--- src/assert_macros.svh ---
// Assertion macros shared by the flash sequencer RTL.
// Bodies compile away when SYNTHESIS is defined.
`ifndef ASSERT_MACROS_SVH
`define ASSERT_MACROS_SVH
`ifndef SYNTHESIS
`define ASSERT_IMPL(label, clk, rst, ante, cons) \
   label: assert property (@(posedge clk) disable iff (rst) (ante) |-> (cons)) \
      else $error("assertion failed");
`define ASSERT_NEXT(label, clk, rst, ante, cons) \
   label: assert property (@(posedge clk) disable iff (rst) (ante) |=> (cons)) \
      else $error("assertion failed");
`else
`define ASSERT_IMPL(label, clk, rst, ante, cons)
`define ASSERT_NEXT(label, clk, rst, ante, cons)
`endif
`endif

--- src/nfcs_pkg.sv ---
// Package for the NOR flash command sequencer: payload types, codes,
// constants and the controller/datapath command struct. No dependencies.
package nfcs_pkg;

   localparam int ADDR_WIDTH = 32;
   localparam logic [31:0] ADDR_MASK = 32'hFFFF_FFFF >> (32 - ADDR_WIDTH);

   // request ops
   localparam logic [2:0] OP_PROGRAM = 3'd0;
   localparam logic [2:0] OP_ERASE   = 3'd1;
   localparam logic [2:0] OP_READ    = 3'd2;
   localparam logic [2:0] OP_TICK    = 3'd3;
   localparam logic [2:0] OP_QUERY   = 3'd4;
   localparam logic [2:0] OP_RESET   = 3'd5;

   // result kinds
   localparam logic [2:0] K_WRITE = 3'd0;
   localparam logic [2:0] K_READ  = 3'd1;
   localparam logic [2:0] K_OK    = 3'd2;
   localparam logic [2:0] K_FAIL  = 3'd3;
   localparam logic [2:0] K_BUSY  = 3'd4;

   // register indexes
   localparam logic [2:0] R_UNLOCK_SHIFT = 3'd0;
   localparam logic [2:0] R_SECTOR_UNITS = 3'd1;
   localparam logic [2:0] R_POLL_LIMIT   = 3'd2;
   localparam logic [2:0] R_ERASE_WAIT   = 3'd3;
   localparam logic [2:0] R_REMAP_BASE   = 3'd4;
   localparam logic [2:0] R_REMAP_LIMIT  = 3'd5;

   // result slot selectors for the datapath
   localparam logic [2:0] SEL_CMD_5555 = 3'd0;
   localparam logic [2:0] SEL_CMD_2AAA = 3'd1;
   localparam logic [2:0] SEL_DATA     = 3'd2;
   localparam logic [2:0] SEL_SECTOR   = 3'd3;
   localparam logic [2:0] SEL_NONE     = 3'd4;

   localparam logic [15:0] CMD_LO  = 16'h5555;
   localparam logic [15:0] CMD_HI  = 16'h2AAA;
   localparam logic [15:0] D_AA    = 16'h00AA;
   localparam logic [15:0] D_55    = 16'h0055;
   localparam logic [15:0] D_A0    = 16'h00A0;
   localparam logic [15:0] D_80    = 16'h0080;
   localparam logic [15:0] D_ERASE = 16'h0030;
   localparam logic [15:0] D_QUERY = 16'h0098;
   localparam logic [15:0] D_RESET = 16'h00F0;

   typedef struct packed {
      logic [2:0]  op;
      logic [31:0] target_address;
      logic [23:0] erase_length;
      logic [15:0] write_word;
      logic [15:0] read_word;
   } req_type;

   typedef struct packed {
      logic [2:0]  kind;
      logic [31:0] bus_address;
      logic [15:0] bus_data;
      logic [15:0] sector_number;
      logic        last;
   } rsp_type;

   // controller -> datapath
   typedef struct packed {
      logic        hold_load;   // capture program address/word
      logic        div_start;   // start sector range division
      logic        sec_inc;     // advance current sector
      logic        wait_load;   // load erase wait counter
      logic        wait_dec;    // decrement wait counter
      logic        emit;        // produce one result this cycle
      logic [2:0]  kind;
      logic [2:0]  addr_sel;
      logic [15:0] data;
      logic        data_from_word;
      logic        with_sector;
      logic        last;
   } ctl_type;

   // datapath -> controller
   typedef struct packed {
      logic div_busy;
      logic start_bad;   // start sector above 65535
      logic range_end;   // current_sector + 1 >= end_sector
      logic wait_more;   // wait_count > 1
   } sts_type;

endpackage

--- src/nor_flash_command_sequencer.sv ---
// Top level of the NOR flash command sequencer: output register stage
// around nfcs_controller and nfcs_datapath. Uses nfcs_pkg.
//
// Each request is taken in a single handshake; its results then leave one per
// cycle while rsp_stall is low (a program gives five, an erase sector six,
// query/reset three), and no new request is taken until the last one has left
// the output register. An erase request first runs two 40-step serial divisions
// for the sector range before its first write. Stray reads and ticks, and ticks
// that only count down the erase wait, give no result.
module nor_flash_command_sequencer (
   input  logic              clock,
   input  logic              reset,
   input  logic              csr_write,
   input  logic [2:0]        csr_index,
   input  logic [31:0]       csr_data,
   input  logic              req_valid,
   output logic              req_stall,
   input  nfcs_pkg::req_type req_data,
   output logic              rsp_valid,
   input  logic              rsp_stall,
   output nfcs_pkg::rsp_type rsp_data
);
   nfcs_pkg::ctl_type ctl;
   nfcs_pkg::sts_type sts;
   nfcs_pkg::rsp_type form;
   logic              res_valid, res_taken, ctl_stall;
   logic              out_valid_ff, out_valid_in;
   nfcs_pkg::rsp_type out_data_ff;

   // output register: load when empty or being drained
   assign res_taken    = res_valid && (!out_valid_ff || !rsp_stall);
   assign out_valid_in = res_taken || (out_valid_ff && rsp_stall);
   assign req_stall    = ctl_stall || out_valid_ff;

   nfcs_controller u_ctl (
      .clock     (clock),
      .reset     (reset),
      .csr_write (csr_write),
      .csr_index (csr_index),
      .csr_data  (csr_data),
      .req_valid (req_valid && !out_valid_ff),
      .req_stall (ctl_stall),
      .req       (req_data),
      .sts       (sts),
      .ctl       (ctl),
      .res_valid (res_valid),
      .res_taken (res_taken)
   );

   nfcs_datapath u_dp (
      .clock     (clock),
      .reset     (reset),
      .csr_write (csr_write),
      .csr_index (csr_index),
      .csr_data  (csr_data),
      .req       (req_data),
      .ctl       (ctl),
      .sts       (sts),
      .rsp_data  (form)
   );

   always_ff @(posedge clock) begin
      if (reset) out_valid_ff <= 1'b0;
      else       out_valid_ff <= out_valid_in;
      if (res_taken) out_data_ff <= form;
   end

   assign rsp_valid = out_valid_ff;
   assign rsp_data  = out_data_ff;
endmodule

--- src/nfcs_divider.sv ---
// Restoring serial divider, one quotient bit per cycle (40-bit dividend).
// Depends on nfcs_pkg only through callers; standalone logic.
module nfcs_divider (
   input  logic        clock,
   input  logic        reset,
   input  logic        start,
   input  logic [39:0] dividend,
   input  logic [23:0] divisor,
   output logic        busy,
   output logic [39:0] quotient
);
   logic [39:0] quo_ff, quo_in;
   logic [24:0] rem_ff, rem_in;
   logic [5:0]  cnt_ff, cnt_in;
   logic        busy_ff, busy_in;
   logic [24:0] trial;

   // one shift-subtract step per cycle
   always_comb begin
      quo_in  = quo_ff;
      rem_in  = rem_ff;
      cnt_in  = cnt_ff;
      busy_in = busy_ff;
      trial   = {rem_ff[23:0], quo_ff[39]};
      if (start) begin
         quo_in  = dividend;
         rem_in  = '0;
         cnt_in  = 6'd40;
         busy_in = 1'b1;
      end else if (busy_ff) begin
         if (trial >= {1'b0, divisor}) begin
            rem_in = trial - {1'b0, divisor};
            quo_in = {quo_ff[38:0], 1'b1};
         end else begin
            rem_in = trial;
            quo_in = {quo_ff[38:0], 1'b0};
         end
         cnt_in = cnt_ff - 6'd1;
         if (cnt_ff == 6'd1) busy_in = 1'b0;
      end
   end

   always_ff @(posedge clock) begin
      if (reset) begin
         busy_ff <= 1'b0;
         cnt_ff  <= '0;
      end else begin
         busy_ff <= busy_in;
         cnt_ff  <= cnt_in;
      end
      quo_ff <= quo_in;
      rem_ff <= rem_in;
   end

   assign busy     = busy_ff;
   assign quotient = quo_ff;
endmodule

--- src/nfcs_datapath.sv ---
// Datapath: config registers, held operands, sector range, wait counter,
// result formation. Uses nfcs_pkg and nfcs_divider.
`include "assert_macros.svh"
module nfcs_datapath (
   input  logic              clock,
   input  logic              reset,
   input  logic              csr_write,
   input  logic [2:0]        csr_index,
   input  logic [31:0]       csr_data,
   input  nfcs_pkg::req_type req,
   input  nfcs_pkg::ctl_type ctl,
   output nfcs_pkg::sts_type sts,
   output nfcs_pkg::rsp_type rsp_data
);
   logic [2:0]  unlock_shift_ff;
   logic [15:0] sector_units_ff;
   logic [23:0] erase_wait_ff;
   logic [31:0] remap_base_ff, remap_limit_ff;
   logic [31:0] held_address_ff;
   logic [15:0] held_word_ff;
   logic [15:0] cur_sec_ff, cur_sec_in;
   logic [16:0] end_sec_ff, end_sec_in;
   logic [23:0] wait_ff, wait_in;
   logic        phase_ff, phase_in;   // 0: start quotient pending, 1: count
   logic [15:0] units;
   logic [23:0] size;
   logic [39:0] div_dividend;
   logic        div_start, div_busy;
   logic [39:0] quotient;
   logic        div_busy_q;
   logic [31:0] start_q_ff;
   logic        start_bad_ff;
   logic [40:0] e_sum;
   logic [31:0] sec_prod;
   logic [31:0] sec_addr;
   logic [31:0] data_addr;
   logic [31:0] addr_pre;
   logic [18:0] cmd_lo, cmd_hi;

   assign units = (sector_units_ff == 16'd0) ? 16'd1 : sector_units_ff;
   assign size  = {units, 8'd0};

   // config registers
   always_ff @(posedge clock) begin
      if (reset) begin
         unlock_shift_ff <= 3'd2;
         sector_units_ff <= 16'd256;
         erase_wait_ff   <= 24'd1000000;
         remap_base_ff   <= 32'h0040_0000;
         remap_limit_ff  <= 32'h0000_2000;
      end else if (csr_write) begin
         unique case (csr_index)
            nfcs_pkg::R_UNLOCK_SHIFT: unlock_shift_ff <= csr_data[2:0];
            nfcs_pkg::R_SECTOR_UNITS: sector_units_ff <= csr_data[15:0];
            nfcs_pkg::R_ERASE_WAIT:   erase_wait_ff   <= csr_data[23:0];
            nfcs_pkg::R_REMAP_BASE:   remap_base_ff   <= csr_data;
            nfcs_pkg::R_REMAP_LIMIT:  remap_limit_ff  <= csr_data;
            default: ;
         endcase
      end
   end

   // two divisions: start = addr/size, then count = (len+size-1)/size
   assign div_start = ctl.div_start || (phase_ff == 1'b0 && div_busy_q && !div_busy);
   assign div_dividend = ctl.div_start ? {8'd0, req.target_address}
                       : {15'd0, {1'b0, held_address_ff[23:0]} + {1'b0, size} - 25'd1};

   nfcs_divider u_div (
      .clock    (clock),
      .reset    (reset),
      .start    (div_start),
      .dividend (div_dividend),
      .divisor  (size),
      .busy     (div_busy),
      .quotient (quotient)
   );

   assign e_sum = {9'd0, start_q_ff} + {1'b0, quotient} +
                  ((quotient == 40'd0) ? 41'd1 : 41'd0);

   always_comb begin
      cur_sec_in = cur_sec_ff;
      end_sec_in = end_sec_ff;
      phase_in   = phase_ff;
      if (ctl.div_start) phase_in = 1'b0;
      else if (div_busy_q && !div_busy) begin
         if (phase_ff == 1'b0) begin
            phase_in = 1'b1;
            cur_sec_in = quotient[15:0];
         end else begin
            end_sec_in = (e_sum > 41'h10000) ? 17'h10000 : e_sum[16:0];
         end
      end
      if (ctl.sec_inc) cur_sec_in = cur_sec_ff + 16'd1;
   end

   // wait counter
   always_comb begin
      wait_in = wait_ff;
      if (ctl.wait_load) wait_in = erase_wait_ff;
      else if (ctl.wait_dec) wait_in = wait_ff - 24'd1;
   end

   always_ff @(posedge clock) begin
      if (reset) begin
         div_busy_q   <= 1'b0;
         phase_ff     <= 1'b0;
         cur_sec_ff   <= '0;
         end_sec_ff   <= '0;
         wait_ff      <= '0;
         held_address_ff <= '0;
         held_word_ff <= '0;
      end else begin
         div_busy_q <= div_busy;
         phase_ff   <= phase_in;
         cur_sec_ff <= cur_sec_in;
         end_sec_ff <= end_sec_in;
         wait_ff    <= wait_in;
         // erase length parked in held_address low bits while dividing
         if (ctl.hold_load) begin
            held_address_ff <= req.target_address;
            held_word_ff    <= req.write_word;
         end else if (ctl.div_start) begin
            held_address_ff <= {8'd0, req.erase_length};
         end
      end
   end

   always_ff @(posedge clock) begin
      if (div_busy_q && !div_busy && phase_ff == 1'b0) begin
         start_q_ff   <= quotient[31:0];
         start_bad_ff <= (quotient[39:16] != 24'd0);
      end
   end

   assign sts.div_busy  = div_busy || div_busy_q || div_start || phase_ff == 1'b0;
   assign sts.start_bad = start_bad_ff;
   assign sts.range_end = ({1'b0, cur_sec_ff} + 17'd1) >= end_sec_ff;
   assign sts.wait_more = wait_ff > 24'd1;

   // address forming (sector address: units*256*sector, low 32 bits)
   assign sec_prod = {16'd0, cur_sec_ff} * {16'd0, units};
   assign sec_addr = {sec_prod[23:0], 8'd0};
   assign addr_pre = (ctl.addr_sel == nfcs_pkg::SEL_SECTOR) ? sec_addr : held_address_ff;
   assign data_addr = (addr_pre < remap_limit_ff) ? addr_pre + remap_base_ff : addr_pre;
   assign cmd_lo = {3'd0, nfcs_pkg::CMD_LO} * {16'd0, unlock_shift_ff};
   assign cmd_hi = {3'd0, nfcs_pkg::CMD_HI} * {16'd0, unlock_shift_ff};

   always_comb begin
      rsp_data.kind = ctl.kind;
      rsp_data.last = ctl.last;
      rsp_data.bus_data = ctl.data_from_word ? held_word_ff : ctl.data;
      rsp_data.sector_number = ctl.with_sector ? cur_sec_ff : 16'd0;
      unique case (ctl.addr_sel)
         nfcs_pkg::SEL_CMD_5555: rsp_data.bus_address = {13'd0, cmd_lo};
         nfcs_pkg::SEL_CMD_2AAA: rsp_data.bus_address = {13'd0, cmd_hi};
         nfcs_pkg::SEL_DATA,
         nfcs_pkg::SEL_SECTOR:   rsp_data.bus_address = data_addr;
         default:                rsp_data.bus_address = 32'd0;
      endcase
      rsp_data.bus_address = rsp_data.bus_address & nfcs_pkg::ADDR_MASK;
   end

   `ASSERT_NEXT(a_sec_inc, clock, reset, ctl.sec_inc, cur_sec_ff == $past(cur_sec_ff) + 16'd1)
   `ASSERT_NEXT(a_wait_load, clock, reset, ctl.wait_load, wait_ff == $past(erase_wait_ff))
   `ASSERT_IMPL(a_no_both, clock, reset, ctl.wait_load, !ctl.wait_dec)
endmodule

--- src/nfcs_controller.sv ---
// Controller FSM: sequences writes, polls and erase steps, one result per
// step. Uses nfcs_pkg and drives the datapath through ctl_type.
`include "assert_macros.svh"
module nfcs_controller (
   input  logic              clock,
   input  logic              reset,
   input  logic              csr_write,
   input  logic [2:0]        csr_index,
   input  logic [31:0]       csr_data,
   input  logic              req_valid,
   output logic              req_stall,
   input  nfcs_pkg::req_type req,
   input  nfcs_pkg::sts_type sts,
   output nfcs_pkg::ctl_type ctl,
   output logic              res_valid,
   input  logic              res_taken
);
   // states
   localparam logic [3:0] S_IDLE  = 4'd0;  // mode idle, accepting
   localparam logic [3:0] S_POLL  = 4'd1;  // mode poll, accepting
   localparam logic [3:0] S_ERW   = 4'd2;  // mode erase wait, accepting
   localparam logic [3:0] S_PROG  = 4'd3;  // emitting program attempt
   localparam logic [3:0] S_ERSEQ = 4'd4;  // emitting erase sequence
   localparam logic [3:0] S_CMD3  = 4'd5;  // emitting query/reset
   localparam logic [3:0] S_DIV   = 4'd6;  // waiting on sector division
   localparam logic [3:0] S_ONE   = 4'd7;  // emitting one result

   logic [3:0]  state_ff, state_in;
   logic [3:0]  ret_ff, ret_in;     // accepting state after S_ONE
   logic [2:0]  step_ff, step_in;
   logic        retry_ff, retry_in;
   logic [9:0]  pcount_ff, pcount_in;
   logic        first_ff, first_in;
   logic        prev_ff, prev_in;
   logic        query_ff, query_in;
   logic [9:0]  plimit_ff;
   logic [2:0]  one_kind_ff, one_kind_in;
   logic [2:0]  one_sel_ff, one_sel_in;
   logic        one_sec_ff, one_sec_in;
   logic        accept, accepting, cmd_op, bit6;
   logic [9:0]  pc_next;

   assign accepting = (state_ff == S_IDLE) || (state_ff == S_POLL) || (state_ff == S_ERW);
   assign req_stall = !accepting;
   assign accept    = req_valid && accepting;
   assign cmd_op    = (req.op == nfcs_pkg::OP_PROGRAM) || (req.op == nfcs_pkg::OP_ERASE) ||
                      (req.op == nfcs_pkg::OP_QUERY) || (req.op == nfcs_pkg::OP_RESET);
   assign bit6      = req.read_word[6];

   always_ff @(posedge clock) begin
      if (reset) plimit_ff <= 10'd500;
      else if (csr_write && csr_index == nfcs_pkg::R_POLL_LIMIT) plimit_ff <= csr_data[9:0];
   end

   always_comb begin
      state_in = state_ff; ret_in = ret_ff; step_in = step_ff;
      retry_in = retry_ff; pcount_in = pcount_ff; first_in = first_ff;
      prev_in = prev_ff; query_in = query_ff;
      one_kind_in = one_kind_ff; one_sel_in = one_sel_ff; one_sec_in = one_sec_ff;
      pc_next = pcount_ff;
      ctl = '0;
      ctl.addr_sel = nfcs_pkg::SEL_NONE;
      res_valid = 1'b0;
      unique case (state_ff)
         S_IDLE, S_POLL, S_ERW: begin
            if (accept) begin
               if (cmd_op && state_ff != S_IDLE) begin
                  state_in = S_ONE; ret_in = state_ff;
                  one_kind_in = nfcs_pkg::K_BUSY; one_sel_in = nfcs_pkg::SEL_NONE;
                  one_sec_in = 1'b0;
               end else if (req.op == nfcs_pkg::OP_PROGRAM) begin
                  ctl.hold_load = 1'b1; retry_in = 1'b0;
                  state_in = S_PROG; step_in = '0;
               end else if (req.op == nfcs_pkg::OP_ERASE) begin
                  ctl.div_start = 1'b1; state_in = S_DIV;
               end else if (req.op == nfcs_pkg::OP_QUERY || req.op == nfcs_pkg::OP_RESET) begin
                  query_in = (req.op == nfcs_pkg::OP_QUERY);
                  state_in = S_CMD3; step_in = '0;
               end else if (req.op == nfcs_pkg::OP_READ && state_ff == S_POLL) begin
                  if (!first_ff && bit6 == prev_ff) begin
                     state_in = S_ONE; ret_in = S_IDLE;
                     one_kind_in = nfcs_pkg::K_OK; one_sel_in = nfcs_pkg::SEL_NONE;
                     one_sec_in = 1'b0;
                  end else begin
                     if (!first_ff) pc_next = pcount_ff + 10'd1;
                     first_in = 1'b0; prev_in = bit6; pcount_in = pc_next;
                     if (pc_next >= plimit_ff) begin
                        if (!retry_ff) begin
                           retry_in = 1'b1; state_in = S_PROG; step_in = '0;
                        end else begin
                           state_in = S_ONE; ret_in = S_IDLE;
                           one_kind_in = nfcs_pkg::K_FAIL;
                           one_sel_in = nfcs_pkg::SEL_NONE; one_sec_in = 1'b0;
                        end
                     end else begin
                        state_in = S_ONE; ret_in = S_POLL;
                        one_kind_in = nfcs_pkg::K_READ; one_sel_in = nfcs_pkg::SEL_DATA;
                        one_sec_in = 1'b0;
                     end
                  end
               end else if (req.op == nfcs_pkg::OP_TICK && state_ff == S_ERW) begin
                  if (sts.wait_more) ctl.wait_dec = 1'b1;
                  else begin
                     ctl.wait_load = 1'b0;
                     if (sts.range_end) begin
                        state_in = S_ONE; ret_in = S_IDLE;
                        one_kind_in = nfcs_pkg::K_OK; one_sel_in = nfcs_pkg::SEL_NONE;
                        one_sec_in = 1'b1;
                     end else begin
                        ctl.sec_inc = 1'b1; state_in = S_ERSEQ; step_in = '0;
                     end
                  end
               end
            end
         end
         S_DIV: begin
            if (!sts.div_busy) begin
               if (sts.start_bad) begin
                  state_in = S_ONE; ret_in = S_IDLE;
                  one_kind_in = nfcs_pkg::K_FAIL; one_sel_in = nfcs_pkg::SEL_NONE;
                  one_sec_in = 1'b0;
               end else begin
                  state_in = S_ERSEQ; step_in = '0;
               end
            end
         end
         S_ONE: begin
            res_valid = 1'b1;
            ctl.emit = 1'b1; ctl.kind = one_kind_ff; ctl.addr_sel = one_sel_ff;
            ctl.with_sector = one_sec_ff; ctl.last = 1'b1;
            if (res_taken) state_in = ret_ff;
         end
         S_PROG: begin
            res_valid = 1'b1; ctl.emit = 1'b1;
            unique case (step_ff)
               3'd0: begin ctl.addr_sel = nfcs_pkg::SEL_CMD_5555; ctl.data = nfcs_pkg::D_AA; end
               3'd1: begin ctl.addr_sel = nfcs_pkg::SEL_CMD_2AAA; ctl.data = nfcs_pkg::D_55; end
               3'd2: begin ctl.addr_sel = nfcs_pkg::SEL_CMD_5555; ctl.data = nfcs_pkg::D_A0; end
               3'd3: begin ctl.addr_sel = nfcs_pkg::SEL_DATA; ctl.data_from_word = 1'b1; end
               default: begin
                  ctl.addr_sel = nfcs_pkg::SEL_DATA; ctl.kind = nfcs_pkg::K_READ;
                  ctl.last = 1'b1;
               end
            endcase
            if (step_ff != 3'd4) ctl.kind = nfcs_pkg::K_WRITE;
            if (res_taken) begin
               step_in = step_ff + 3'd1;
               if (step_ff == 3'd4) begin
                  state_in = S_POLL; pcount_in = '0; first_in = 1'b1; prev_in = 1'b0;
               end
            end
         end
         S_ERSEQ: begin
            res_valid = 1'b1; ctl.emit = 1'b1; ctl.kind = nfcs_pkg::K_WRITE;
            ctl.with_sector = 1'b1;
            unique case (step_ff)
               3'd0, 3'd3: begin ctl.addr_sel = nfcs_pkg::SEL_CMD_5555; ctl.data = nfcs_pkg::D_AA; end
               3'd1, 3'd4: begin ctl.addr_sel = nfcs_pkg::SEL_CMD_2AAA; ctl.data = nfcs_pkg::D_55; end
               3'd2: begin ctl.addr_sel = nfcs_pkg::SEL_CMD_5555; ctl.data = nfcs_pkg::D_80; end
               default: begin
                  ctl.addr_sel = nfcs_pkg::SEL_SECTOR; ctl.data = nfcs_pkg::D_ERASE;
                  ctl.last = 1'b1;
               end
            endcase
            if (res_taken) begin
               step_in = step_ff + 3'd1;
               if (step_ff == 3'd5) begin
                  state_in = S_ERW; ctl.wait_load = 1'b1;
               end
            end
         end
         S_CMD3: begin
            res_valid = 1'b1; ctl.emit = 1'b1; ctl.kind = nfcs_pkg::K_WRITE;
            unique case (step_ff)
               3'd0: begin ctl.addr_sel = nfcs_pkg::SEL_CMD_5555; ctl.data = nfcs_pkg::D_AA; end
               3'd1: begin ctl.addr_sel = nfcs_pkg::SEL_CMD_2AAA; ctl.data = nfcs_pkg::D_55; end
               default: begin
                  ctl.addr_sel = nfcs_pkg::SEL_CMD_5555; ctl.last = 1'b1;
                  ctl.data = query_ff ? nfcs_pkg::D_QUERY : nfcs_pkg::D_RESET;
               end
            endcase
            if (res_taken) begin
               step_in = step_ff + 3'd1;
               if (step_ff == 3'd2) state_in = S_IDLE;
            end
         end
         default: state_in = S_IDLE;
      endcase
   end

   always_ff @(posedge clock) begin
      if (reset) begin
         state_ff <= S_IDLE; ret_ff <= S_IDLE; step_ff <= '0;
         retry_ff <= 1'b0; pcount_ff <= '0; first_ff <= 1'b1; prev_ff <= 1'b0;
         query_ff <= 1'b0;
      end else begin
         state_ff <= state_in; ret_ff <= ret_in; step_ff <= step_in;
         retry_ff <= retry_in; pcount_ff <= pcount_in; first_ff <= first_in;
         prev_ff <= prev_in; query_ff <= query_in;
      end
      one_kind_ff <= one_kind_in; one_sel_ff <= one_sel_in; one_sec_ff <= one_sec_in;
   end

   `ASSERT_IMPL(a_emit_not_accepting, clock, reset, res_valid, req_stall)
   `ASSERT_IMPL(a_step_range, clock, reset, state_ff == S_PROG, step_ff <= 3'd4)
   `ASSERT_NEXT(a_div_leaves, clock, reset, ctl.div_start, state_ff == S_DIV)
endmodule

--- config.mk ---
export PLATFORM = sky130hd
export DESIGN_NAME = nor_flash_command_sequencer
export DESIGN_NICKNAME = d
export VERILOG_FILES = /design/src/nfcs_pkg.sv /design/src/nor_flash_command_sequencer.sv /design/src/nfcs_divider.sv /design/src/nfcs_datapath.sv /design/src/nfcs_controller.sv
export VERILOG_INCLUDE_DIRS = /design/src /design/src/src
export SDC_FILE = /design/constraint.sdc
export NUM_CORES = 2
export LEC_CHECK = 0
export BUFFER_PORTS_ARGS = -buffer_cell sky130_fd_sc_hd__buf_2
export CORE_MARGIN = 2
export CORE_UTILIZATION = 60
export DETAILED_ROUTE_END_ITERATION = 16
export PLACE_DENSITY = 0.79
export SYNTH_ARGS = -nofsm -noshare
export SYNTH_HDL_FRONTEND = slang
export SYNTH_SLANG_ARGS = --single-unit
export TNS_END_PERCENT = 20
--- constraint.sdc ---
create_clock -name clock -period 14.28 [get_ports clock]
set_input_delay 0 -clock clock [delete_from_list [all_inputs] [get_ports clock]]
set_output_delay 0 -clock clock [all_outputs]
set_load 0.03 [all_outputs]
After elaboration in Yosys (flattened, before gate mapping)
Cells that the tools add are included.
{"block": "op_classes", "n_mux": 202, "n_addsub": 12, "order_cmp": 6, "mul": 3, "eq_ne": 67, "bitwise": 5, "n_reduce_logical": 74}
{"cell": "$mux 10", "count": 18}
{"cell": "$mux 32", "count": 5}
{"cell": "$mux 3", "count": 50}
{"cell": "$mux 4", "count": 32}
{"cell": "$mux 16", "count": 6}
{"cell": "$pmux 32 s3", "count": 1}
{"cell": "$mux 40", "count": 2}
{"cell": "$mux 24", "count": 3}
{"cell": "$mux 1", "count": 58}
{"cell": "$pmux 18 s3", "count": 1}
{"cell": "$pmux 16 s3", "count": 1}
{"cell": "$add 32x40->41", "count": 1}
{"cell": "$add 41x41->41", "count": 1}
{"cell": "$gt 41x17->1 const B", "count": 1}
{"cell": "$logic_not 40->1", "count": 1}
{"cell": "$pmux 17 s2", "count": 1}
{"cell": "$add 32x32->32", "count": 1}
{"cell": "$lt 32x32->1", "count": 1}
{"cell": "$ne 2x2->1 const B", "count": 13}
{"cell": "$add 24x24->25", "count": 1}
{"cell": "$ge 25x24->1", "count": 1}
{"cell": "$sub 25x1->25 const B", "count": 1}
{"cell": "$eq 3x2->1 const B", "count": 8}
{"cell": "$gt 24x1->1 const B", "count": 1}
{"cell": "other kinds (68)", "count": 160}
{"block": "word_totals", "ff_bits": 429, "wordCells": 406, "out_inout_bits": 70}

Logic depth before layout (Yosys ltp)
{"block": "logic_depth", "depth_word": 20, "ltp_mapped": 35}

Hierarchy
Synthesis repeated with hierarchy kept, for this count alone.
{"block": "hier_totals", "hier_cells": 4121, "hier_area_um2": 34699.5}
{"mod": "nfcs_datapath", "seq_area_each_um2": 5275.1, "n_inst": 1, "area_each_um2": 25206.7, "cells_per_inst": 3221}
{"mod": "nfcs_divider", "seq_area_each_um2": 1821.7, "n_inst": 1, "area_each_um2": 4376.7, "cells_per_inst": 436}
{"mod": "nfcs_controller", "seq_area_each_um2": 880.8, "n_inst": 1, "area_each_um2": 3025.4, "cells_per_inst": 390}
{"mod": "nor_flash_command_sequencer", "seq_area_each_um2": 2062.0, "n_inst": 1, "area_each_um2": 2090.8, "cells_per_inst": 74}

Least setup slack after synthesis
No wires, ideal clock.
{"block": "synth_timing", "path_type": "register to register", "start": "register u_dp.cur_sec_ff[4]", "end": "register out_data_ff, in the netlist rsp_data[33] (data pin)", "stages_incl_launch_ff": 33, "setup_slack_ns": 5.985, "period_less_slack_ns": 8.295, "required_time_ns": 14.013, "arrival_time_ns": 8.027, "path_buffers": 3, "cell_sequence": "dfxtp_1 -> clkbuf_1 -> inv_1 -> clkbuf_1 -> nor2_1 -> fa_1 -> inv_1 -> fa_1 -> fa_1 -> fa_1 -> inv_1 -> fa_1 -> inv_1 -> fa_1 -> inv_1 -> ha_1 -> and3_1 -> a21oi_1 -> a311oi_1 -> o21ai_0 -> nand2b_1 -> nand2_1 -> mux2i_1 -> o221ai_1 -> mux2_2 -> ha_1 -> nand4_1 -> or3_1 -> or3_1 -> o21ai_1 -> clkbuf_1 -> mux2i_1 -> o21ai_0"}
{"item": "from (decl)", "line_no": "nfcs_datapath.sv:21", "rtl": "logic [15:0] cur_sec_ff, cur_sec_in;"}
{"item": "from (signal assigned)", "line_no": "nfcs_datapath.sv:116", "rtl": "cur_sec_ff <= cur_sec_in;"}
{"item": "to (signal assigned)", "line_no": "nor_flash_command_sequencer.sv:65", "rtl": "if (res_taken) out_data_ff <= form;"}
{"item": "to (decl)", "line_no": "nor_flash_command_sequencer.sv:28", "rtl": "nfcs_pkg::rsp_type out_data_ff;"}

==> flow_summary.toml <==
[status]
run_status = "complete, no violations"

[yosys]
ys_dominant_reg_cell = "sky130_fd_sc_hd__dfxtp_1"
post-synth-top-area-fraction_pct = 17.2
syn_area_per_cell_um2 = 8.31
postSynthNetCount = 4493
synth_sequential_area_ratio_pct = 30.7
number_of_register_bits_inferred_by_synthesis = 428
yosys.cell_count.top_type = "sky130_fd_sc_hd__nand2_1"
post_synth_inst_count = 3929
post_synth_instance_area_um2 = 32700
yosys_warnings = 0
post_synth_main_area_contributors = "sky130_fd_sc_hd__dfxtp_1 17%, sky130_fd_sc_hd__edfxtp_1 14%, sky130_fd_sc_hd__fa_1 11%, sky130_fd_sc_hd__ha_1 10%, sky130_fd_sc_hd__nand2_1 7.1%"
postSynth.asyncResetShare_pct = 0
synth-edff-count = 147
netlist_top_cells_count = "622 x sky130_fd_sc_hd__nand2_1, 393 x sky130_fd_sc_hd__inv_1, 343 x sky130_fd_sc_hd__a21oi_1"
netlist.top_cell.by_area = "sky130_fd_sc_hd__dfxtp_1"
count_of_cell_types_in_the_netlist = 84

[power_and_ir_drop]
vdd_drop_max_mv = 0.0925
leakagePower_nw = 15.9
powerDensity_nw_per_um2 = 121

[routing]
wire_length_on_met1_mm = 38.8
drt-pass1-iter-count = 8
routed.top_layer = "met5"
drtIter0Drc = 3310
final_antenna_net_count = 0
met2_wirelength_mm = 44.4
detail_route.vias_per_cell = 6.05
vias = 29615
routed_wire_length_per_instance_um = 20.1
wl_met3_mm = 9.43
drt_wirelength_mm = 98.4
detail_route.drc_violations = 0

[place]
hpwlAfterDp_mm = 69.4
port_buffers = 185
place_congestion = 0.953

[floorplan]
fp.dieArea_um2 = 56300
coreArea_um2 = 53800
floorplan.rows = 85
starting_density_of_the_core_pct = 60.7
fp.dieH_um = 237
io_pins = 201
die_w_um = 237

[clock_tree]
cts_htree_levels = 2
cts.clk_slew.worst_paths_ns = 0.06
clock_sink_count = 428
clk_root_buffer_cell = "sky130_fd_sc_hd__clkbuf_16"
postCtsHoldBufs = 157
tritoncts.num_buffers = 47
max-clock-path-buffers = 3
cts_post_setup_buffers_inserted = 0
ctsResizeCount = 0
cts_tree = "built"
clkLatencyLatePin_ns = 0.61

[timing]
min_period_ns = 9.62
report.final.setup_viol = 0
report.final.hold_viol_count = 0
unrepaired_setup_endpoints_after_global_routing = "false"
maxSlewHeadroom_pct = 17.4
fmax_mhz = 104
finClkSkew_ns = 0.0348
final_sum_of_negative_setup_slack_ns = 0
timing_worst_slew_pin_value_ns = 1.24
final-max-slew-violation-count = 0
final_min_period_over_clock_period_pct = 67.4

[finish]
areaGrowthSynthToFinish_pct = 13.9
final_net_count = 4720
post_route_cells_drive_above_1_share_pct = 8.20
utilization_pct = 69.1
number_of_filler_cells_placed_in_the_layout = 4205

[worst_setup_path]
crit_required_ns = 14.64
max_stage_delay_ns = 0.77
cp_common_cell = "sky130_fd_sc_hd__fa_1"
setup.worst_path.end_class = "flop"
critical_path_class = "reg -> reg"
critical_path_peak_fanout = 55
cpMaxStageDelayCell = "sky130_fd_sc_hd__dfxtp_1"
cp_data_arrival_time_ns = 9.98
setup.worst_path.start_class = "flop"

[global_routing]
grt_start_max_net_pins = 90
globalRouteOverflowTotal = 0
antenna_found_initial = 2
first_pass_grt_wire_length_mm = 154
grt_use_total_pct = 34.7
grt_pass1_vias = 28773

[hold_path]
worstHoldPathType = "in -> reg"

[job]
maxCapViolCount = 0
-- metal layers --
layer | vias to the layer above | track usage, %
li1 | 13793 | -
met1 | 14043 | 44.5
met2 | 1473 | 55.5
met3 | 304 | 6.71
met4 | 2 | 18.4
met5 | - | 0
-- critical path: cells and delay by family (launching register included) --
family	cells	cell delay, ns
adders and majority gates	8	3.59
AOI/OAI and AO/OA	13	2.88
buffers and inverters	6	1.13
and+or+nand+nor	4	0.82
DFF	1	0.77
xor gates and xnor gates	1	0.17
-- report_power, final --
group / leakage (nW) / internal (mW) / switching [mW]
Combinational: 11.4 / 0.589 / 1.03
Clock: 0.790 / 0.735 / 0.533
Sequential: 3.64 / 1.48 / 0.147
Total: 15.9 / 2.80 / 1.71
-- placed cells by master, fill, tap and decap left out, drive strengths merged, types with 20 or more instances in the layout --
master / n
nor4: 25
and2: 86
nand2b: 29
nand4: 28
a31oi: 28
clkbuf: 63
a21oi: 343
clkinv: 21
dlygate4sd3: 157
nand3: 57
or3: 20
inv: 394
and3: 56
nor3: 66
o21ai: 159
a211oi: 27
dfxtp: 281
buf: 218
fa: 173
xnor2: 91
mux2i: 48
edfxtp: 147
a311oi: 31
a21o: 71
nor2b: 54
nor2: 321
xor2: 54
a22o: 21
ha: 260
nand2: 622
-- area by class of cell --
cell class	instances	area (um2)	share of cell area, %
Antenna cell	3	7.51	0.0202
Clock buffer	62	1330	3.59
Clock inverter	24	285	0.767
Inverter	397	1490	4.01
Multi-Input combinational cell	2906	20400	54.9
Sequential cell	428	10000	27.0
Tap cell	696	871	2.34
Timing Repair Buffer	376	2760	7.42
-- through the flow --
step / cells / total power, mW / hold slack (ns) / setup slack (ns) / instance area (um2)
2_1_floorplan: 3929 / 2.75 / 0.0956 / 5.99 / 32700
3_3_place_gp: 4646 / 3.15 / 0.241 / 4.90 / 34000
3_5_place_dp: 4646 / 3.17 / 0.246 / 4.79 / 34000
4_1_cts: 4889 / 4.47 / 0.0428 / 4.79 / 37200
5_1_grt: 4890 / 4.71 / 0.101 / 4.22 / 37200
6_report: 4892 / 4.51 / 0.0553 / 4.66 / 37200
-- cell families (layout without fill, tap and decap cells) --
logic type,after synthesis,count (layout),share of synthesized area [%]
flops,428,428,30.7
mux,60,60,1.88
buf+inv,595,859,6.90
simple gates,1429,1429,20.1
compound gates,839,839,16.0
fa+ha+maj,433,433,20.6
xor+xnor,145,145,3.89
other cells,0,3,0
-- state kept, by name, indices dropped and copies added (netlist names), 4 cells and up --
name,flops
u_ctl.ret_ff,4
u_dp.u_div.cnt_ff,6
u_dp.held_word_ff,16
u_dp.erase_wait_ff,24
u_dp.start_q_ff,32
u_dp.cur_sec_ff,16
u_ctl.plimit_ff,10
u_dp.remap_limit_ff,32
u_dp.u_div.quotient,40
u_dp.u_div.rem_ff,24
u_dp.remap_base_ff,32
u_dp.sector_units_ff,16
u_ctl.state_ff,4
u_ctl.pcount_ff,10
u_dp.end_sec_ff,17
u_dp.held_address_ff,32
u_dp.wait_ff,24
rsp_data,68
-- worst paths after layout --
check                                                          from                                   to  slack [ns]  depth (start not counted)
worst max register to register      u_dp.cur_sec_ff[5]$_SDFFE_PP0P_               rsp_data[63]$_DFFE_PP_        4.66                         32
worst min register to register  u_dp.remap_limit_ff[7]$_SDFFE_PP0P_  u_dp.remap_limit_ff[7]$_SDFFE_PP0P_        0.46                          2
worst max-delay path                u_dp.cur_sec_ff[5]$_SDFFE_PP0P_               rsp_data[63]$_DFFE_PP_        4.66                         32
worst min-delay path                                      req_valid        u_ctl.step_ff[1]$_SDFFE_PP0P_        0.06                          6
Power figures use the tool's default switching activity.
